`src/sv/nls_pkg.sv`:
```
// Shared types, constants and state encoding for the Nxx length statistic block.
package nls_pkg;

    localparam int unsigned MAX_ITEMS_DEF   = 1024;
    localparam int unsigned LENGTH_BITS_DEF = 32;
    localparam int unsigned FRAC_W          = 17;
    localparam int unsigned FRAC_SHIFT      = 16;
    localparam logic [FRAC_W-1:0] FRAC_RESET = 17'd32768;

    typedef struct packed {
        logic [31:0] length;
        logic        last;
    } in_item_t;

    typedef struct packed {
        logic [31:0] nxx_value;
        logic        found;
        logic        overflow;
    } out_item_t;

    typedef enum logic [3:0] {
        ST_LOAD,
        ST_SORT_RD,
        ST_SORT_WAIT,
        ST_SORT_CMP,
        ST_SCAN_RD,
        ST_SCAN_WAIT,
        ST_SCAN_MUL,
        ST_SCAN_CMP,
        ST_OUT
    } state_t;

    // Controller to datapath commands.
    typedef struct packed {
        logic load;        // store incoming length, add to total
        logic drop;        // mark overflow
        logic sort_init;   // i = 1, j = 1, take value at i
        logic sort_rd;     // read entry j-1 (or i at start of pass)
        logic sort_shift;  // write store[j] = store[j-1], j--
        logic sort_place;  // write store[j] = v, i++
        logic sort_fetch;  // capture v from read data
        logic scan_init;
        logic scan_rd;
        logic scan_acc;    // add read data to partial, capture candidate
        logic scan_next;
        logic finish;      // latch result
        logic clear;       // drop set state after result
    } cmd_t;

    // Datapath to controller status.
    typedef struct packed {
        logic full;        // storage holds MAX_ITEMS entries
        logic sort_done;   // i >= count
        logic j_zero;
        logic less;        // store[j-1] < v
        logic scan_done;   // idx >= count
        logic exceeds;
        logic fetch_phase; // next read is for v
    } status_t;

endpackage

```
`src/sv/nls_ctrl.sv`:
```
// Controller: load, insertion sort and scan sequencing plus the channel handshakes.
module nls_ctrl (
    input  logic             clk,
    input  logic             rst_n,
    input  logic             in_valid,
    input  logic             in_last,
    output logic             in_stall,
    output logic             out_valid,
    input  logic             out_stall,
    output logic             cfg_ready,
    input  nls_pkg::status_t status,
    output nls_pkg::cmd_t    cmd
);
    import nls_pkg::*;

    state_t state_reg, state_next;

    always_ff @(posedge clk or negedge rst_n)
    begin
        if (!rst_n)
        begin
            state_reg <= ST_LOAD;
        end
        else
        begin
            state_reg <= state_next;
        end
    end

    always_comb
    begin
        state_next = state_reg;
        cmd        = '0;
        in_stall   = 1'b1;
        out_valid  = 1'b0;
        cfg_ready  = 1'b0;
        unique case (state_reg)
            ST_LOAD:
            begin
                in_stall  = 1'b0;
                cfg_ready = 1'b1;
                if (in_valid)
                begin
                    cmd.load = !status.full;
                    cmd.drop = status.full;
                    if (in_last)
                    begin
                        cmd.sort_init = 1'b1;
                        state_next    = ST_SORT_RD;
                    end
                end
            end
            ST_SORT_RD:
            begin
                if (status.fetch_phase && status.sort_done)
                begin
                    cmd.scan_init = 1'b1;
                    state_next    = ST_SCAN_RD;
                end
                else if (!status.fetch_phase && status.j_zero)
                begin
                    cmd.sort_place = 1'b1;
                end
                else
                begin
                    cmd.sort_rd = 1'b1;
                    state_next  = ST_SORT_WAIT;
                end
            end
            ST_SORT_WAIT:
            begin
                // hold the read address so the compare sees the same entry
                cmd.sort_rd = 1'b1;
                state_next  = ST_SORT_CMP;
            end
            ST_SORT_CMP:
            begin
                state_next = ST_SORT_RD;
                if (status.fetch_phase)
                begin
                    cmd.sort_fetch = 1'b1;
                end
                else if (status.less)
                begin
                    cmd.sort_shift = 1'b1;
                end
                else
                begin
                    cmd.sort_place = 1'b1;
                end
            end
            ST_SCAN_RD:
            begin
                if (status.scan_done)
                begin
                    // no crossing: report zero
                    state_next = ST_SCAN_MUL;
                end
                else
                begin
                    cmd.scan_rd = 1'b1;
                    state_next  = ST_SCAN_WAIT;
                end
            end
            ST_SCAN_WAIT:
            begin
                cmd.scan_acc = !status.scan_done;
                state_next   = ST_SCAN_MUL;
            end
            ST_SCAN_MUL:
            begin
                state_next = ST_SCAN_CMP;
            end
            ST_SCAN_CMP:
            begin
                if (status.exceeds || status.scan_done)
                begin
                    cmd.finish = 1'b1;
                    cmd.clear  = 1'b1;
                    state_next = ST_OUT;
                end
                else
                begin
                    cmd.scan_next = 1'b1;
                    state_next    = ST_SCAN_RD;
                end
            end
            ST_OUT:
            begin
                out_valid = 1'b1;
                if (!out_stall)
                begin
                    state_next = ST_LOAD;
                end
            end
            default:
            begin
                state_next = ST_LOAD;
            end
        endcase
    end
endmodule

```
`config.mk`:
```
export PLATFORM = sky130hd
export DESIGN_NAME = nls_ctrl
export DESIGN_NICKNAME = d
export VERILOG_FILES = /design/src/sv/nls_pkg.sv /design/src/sv/nls_ctrl.sv
export SDC_FILE = /design/constraint.sdc
export NUM_CORES = 1
export LEC_CHECK = 0
export BUFFER_PORTS_ARGS = -buffer_cell sky130_fd_sc_hd__clkbuf_2
export CAP_MARGIN = 25
export CELL_PAD_IN_SITES_DETAIL_PLACEMENT = 1
export CELL_PAD_IN_SITES_GLOBAL_PLACEMENT = 1
export CORE_MARGIN = 2
export CORE_UTILIZATION = 30
export CTS_BUF_LIST = sky130_fd_sc_hd__clkbuf_4 sky130_fd_sc_hd__clkbuf_8
export DETAILED_ROUTE_END_ITERATION = 8
export PLACE_DENSITY_LB_ADDON = 0.1
export SLEW_MARGIN = 20
export SYNTH_ARGS = -nofsm -noshare
export SYNTH_HDL_FRONTEND = slang
export SYNTH_SLANG_ARGS = --single-unit
export TNS_END_PERCENT = 10
```
`constraint.sdc`:
```
create_clock -name clk -period 1.6 [get_ports clk]
set_clock_uncertainty 0.05 [all_clocks]
set_input_delay 0.08 -clock clk [delete_from_list [all_inputs] [get_ports clk]]
set_output_delay 0.08 -clock clk [all_outputs]
set_load 0.005 [all_outputs]
```
* Word level (Yosys, flattened, before mapping)
Index checks and enable logic that the tools add are counted.
Storage, ports and cells: logic and storage cells 55, register bits 4
Cells by class: muxes and demuxes 34, eq/ne operators 12, reduce and logical (&&, ||, !) cells 8
Operators by type and width (count):
- $pmux 4 s9 | 1
- $mux 4 | 6
- $mux 1 | 19
- $eq 4x3->1 const B | 4
- $mux 3 | 3
- $eq 4x2->1 const B | 2
- $mux 2 | 3
- $ne 2x2->1 const B | 3
- $eq 4x1->1 const B | 1
- $eq 4x4->1 const B | 1
- $logic_not 4->1 | 1
- $pmux 1 s2 | 2
- $reduce_and 4->1 | 1
- $logic_not 1->1 | 3
- $ne 3x3->1 const B | 1
- $logic_and 1x1->1 | 2
- $logic_or 1x1->1 | 1

* Longest topological paths before layout
word-level depth 5, gate-level depth with buffers 4, depth with buffers taken out 3

* Worst setup path before layout
Ideal clock, no wire load.
path type flip-flop to flip-flop, from register state_reg[3], to register state_reg[1], stages on the path, launching flop included 5, setup slack 0.311 ns, arrival time 1.145 ns, path buffers 1, clock period less this slack 1.289 ns, setup time 0.094 ns, cell sequence dfrtp_1 > buf_6 > nor4b_4 > nand2_2 > a221oi_2
Between the ends: longest elaborated chain between the ends 3, elaborated cells on any way between the ends 15, classes of those cells eq/ne (12); mux (1); reduce/logical (2)
Ends and longest elaborated chain:
- start: declaration | line nls_ctrl.sv:16 | state_t state_reg, state_next;
- start signal: assignment | line nls_ctrl.sv:26 | state_reg <= state_next;
- $eq 4x1->1 (tied with other cells) | line nls_ctrl.sv:37 | unique case (state_reg)
- $ne 3x3->1 (no source line) / $ne 2x2->1 (equally long branches)
- $reduce_and 4->1 (no source line)
Several ways; a longest one is shown, not always the timed one. A chain may end at the register's enable or synchronous reset.

==> flow_summary.ini <==
[die]
fp.dieArea_um2 = 1887
placement_rows = 14
num_io_pins = 28
starting_density_pct = 31.34
die_h_um = 43.44
fp.dieW_um = 43.44
core_area_um2 = 1489

[routing]
postRouteWirelength_um = 1277
vias = 519
routed_wire_length_per_instance_um = 12.52
routed_via_density = 5.088
drt_drc_violations_left = 0
postRouteAntennaNets = 0
detailedRoute.firstIterationViolations = 10
drt-pass1-iter-count = 2

[sta]
fin_worst_hold_slack_ns = 0.05523
peak_clock_frequency_supported_by_timing_ghz = 0.6576
tightestPinTransition_ns = 0.2670
slew_violations = 0
grt_setup_unrepaired = true
post-route-min-period_ns = 1.521
relSlewSlack_pct = 82.07
final.period_utilization_pct = 95.04
report.final.hold_viol_count = 0
postLayoutSetupSlackWorst_ns = 0.07938
report.final.setup_viol = 0

[min_path]
hold_start = out_stall
worstHoldPathCells = 2
hold_end = state_reg[3]
worstHoldPathType = input port to register

[yosys]
postSynth.topFlopCell = sky130_fd_sc_hd__dfrtp_1
synth-edff-count = 0
syn_inst = 55
netlist_area_before_placement_um2 = 466.7
post_synthesis_async_set_or_reset_flop_share_pct = 100.0
synth_warnings = 0
postSynthNetCount = 67
synth-seq-cells = 4
synth_seq_area_share_pct = 21.45
syn_avg_cell_area_um2 = 8.485
post_synth_num_cell_types = 31

[clock_tree]
tritoncts = built
maximum_buffer_depth_of_the_clock_tree = 2
clk_latency_ns = 0.23
ctsRootBufferMaster = sky130_fd_sc_hd__clkbuf_4
cts.sink_count = 4
number_of_clock_buffers_inserted_by_tritoncts = 3
clk_pin_slew_worst_paths_ns = 0.04
cts.htree.levels = 1

[power]
power_density_over_cell_area_nw_per_um2 = 1612
p_leak_nw = 0.3368
vdd.ir_drop.worst_mv = 0.6291
totalPowerFinal_mw = 1.093

[layout]
post_route_cells_drive_above_1_share_pct = 59.30
fill_cells = 197
final_core_utilization_pct = 45.55
layout.nets = 100
final_cell_area_um2 = 678.2
largest_register_ffs = 4
antenna-diode-count = 0
areaGrowthSynthToFinish_pct = 45.31

[setup_path]
max_stage_delay_ns = 0.48
crit_fanout = 8
critPathLaunchType = register
setup.reg_to_reg.worst_slack_ns = 0.17
worstPathBufferInverterCount = 1
worstReg2RegEnd = state_reg[1]
critical_path.endpoint_type = output pin
critical_path_depth = 3
worst_path_max_delay_cell = sky130_fd_sc_hd__dfrtp_2
setup.worst_path.class = register to output pin
cp_cell_sequence = nand2b_2, nor3_2, clkbuf_2
critical_path.top_delay_family = simple AND/OR/NAND/NOR gates
rr_startpoint = state_reg[2]
cp.arrival_ns = 1.39
ff2ff_path_depth = 4
critPathRequiredTime_ns = 1.47

[placement]
dpl_worst_slack_ns = 0.1727
placement.io_buffers = 27
finalWeightedCongestion = 0.7029
place_area_um2 = 605.6
hpwlAfterDp_um = 976.8

[grt]
number_of_antenna_violations_at_the_first_check_in_global_routing = 0
first_global_vias = 473
grt_remaining_overflow = 0
pin_count_of_the_biggest_net_entering_global_routing = 12
globalRouteTotalUtil_pct = 14.24
grt_pass1_wl_um = 2070

[run_status]
run_status = completed

[run]
maxcap_violations = 0
synth_stat cells (2+ instances only):
| library cell | instances | area share, % |
|---|---|---|
| sky130_fd_sc_hd__nor4_1 | 2 | 2.7 |
| sky130_fd_sc_hd__nor3_2 | 2 | 4.3 |
| sky130_fd_sc_hd__nor2_1 | 3 | 2.4 |
| sky130_fd_sc_hd__dfrtp_1 | 4 | 21 |
| sky130_fd_sc_hd__nor4b_1 | 2 | 3.8 |
| sky130_fd_sc_hd__inv_1 | 3 | 2.4 |
| sky130_fd_sc_hd__o21ai_0 | 2 | 2.1 |
| sky130_fd_sc_hd__nand2_1 | 6 | 4.8 |
| sky130_fd_sc_hd__buf_6 | 3 | 7.2 |
| sky130_fd_sc_hd__nand2_2 | 2 | 2.7 |
| sky130_fd_sc_hd__nor3_1 | 2 | 2.1 |
| sky130_fd_sc_hd__and3_1 | 2 | 2.7 |
| sky130_fd_sc_hd__nand2b_1 | 2 | 2.7 |
| sky130_fd_sc_hd__a21oi_1 | 3 | 3.2 |
metal layers:
metal / vias to the layer above / share of wire (%) / track usage, % / wire [um]
met4: 0 / 0 / 3.636 / 0
met3: 0 / 7.3 / 4.167 / 93
li1: 261 / - / - / -
met5: - / 0 / 0 / 0
met1: 236 / 49 / 19.18 / 628
met2: 22 / 43 / 22.39 / 555
power breakdown:
part	internal [mW]	switching (mW)	total, mW	leakage (nW)
Combinational	0.362	0.318	0.679	0.277
Sequential	0.150	0.139	0.289	0.0459
Clock	0.0839	0.0414	0.125	0.0138
Total	0.595	0.498	1.09	0.337
stage by stage:
stage / instances / TNS [ns]
global route: 102 / -0.006703
global placement: 97 / 0
CTS: 102 / 0
detailed placement: 97 / 0
floorplan: 55 / 0
finish: 102 / 0
layout make-up:
cell class | count | area (um2) | share of cell area [%]
multi-input cells | 43 | 332.8 | 49.08
flip-flops and latches | 4 | 105.1 | 15.50
inverters | 3 | 11.26 | 1.661
repair buffers | 33 | 186.4 | 27.49
clock buffers | 3 | 22.52 | 3.321
well taps | 16 | 20.02 | 2.952
timing repair:
action	in CTS	in global routing
pin swaps	1	0
hold buffers	1	0
setup endpoints to repair	5	7
buffers inserted	1	0
hold endpoints to repair	4	0
gates resized for setup	3	6
cells by family after synthesis:
kind of cell | share of synthesized area (%)
muxes | 2.145
AOI/OAI and AO/OA | 17.96
DFF | 21.45
and+or+nand+nor | 46.11
buffers and inverters | 12.33
cells in the final DEF, fill, tap and decap left out, drive strengths merged:
master	count
clkbuf	30
nand2	8
buf	5
dfrtp	4
nor3	4
inv	3
nor2	3
a21oi	3
nor4b	3
o21ai	3
nor4	3
and3	2
nand2b	2
nand3	1
mux2i	1
nor2b	1
nand4bb	1
a211oi	1
and4	1
and2	1
a21o	1
o31ai	1
a31o	1
o21a	1
a221oi	1
dlygate4sd3	1
worst max-delay path by stage:
| stage | slack [ns] | end | startpoint |
|---|---|---|---|
| final | 0.08 | cmd[1] | state_reg[3] |
| after global routing | -0.004 | cmd[1] | state_reg[3] |
| after CTS | 0.0005 | cmd[3] | state_reg[2] |
| after detailed placement | 0.17 | state_reg[0] | state_reg[1] |
| after global placement | 0.19 | state_reg[0] | state_reg[1] |
| after floorplan | 0.31 | state_reg[1] | state_reg[3] |
Note: power is estimated with default switching activity, not from simulation.
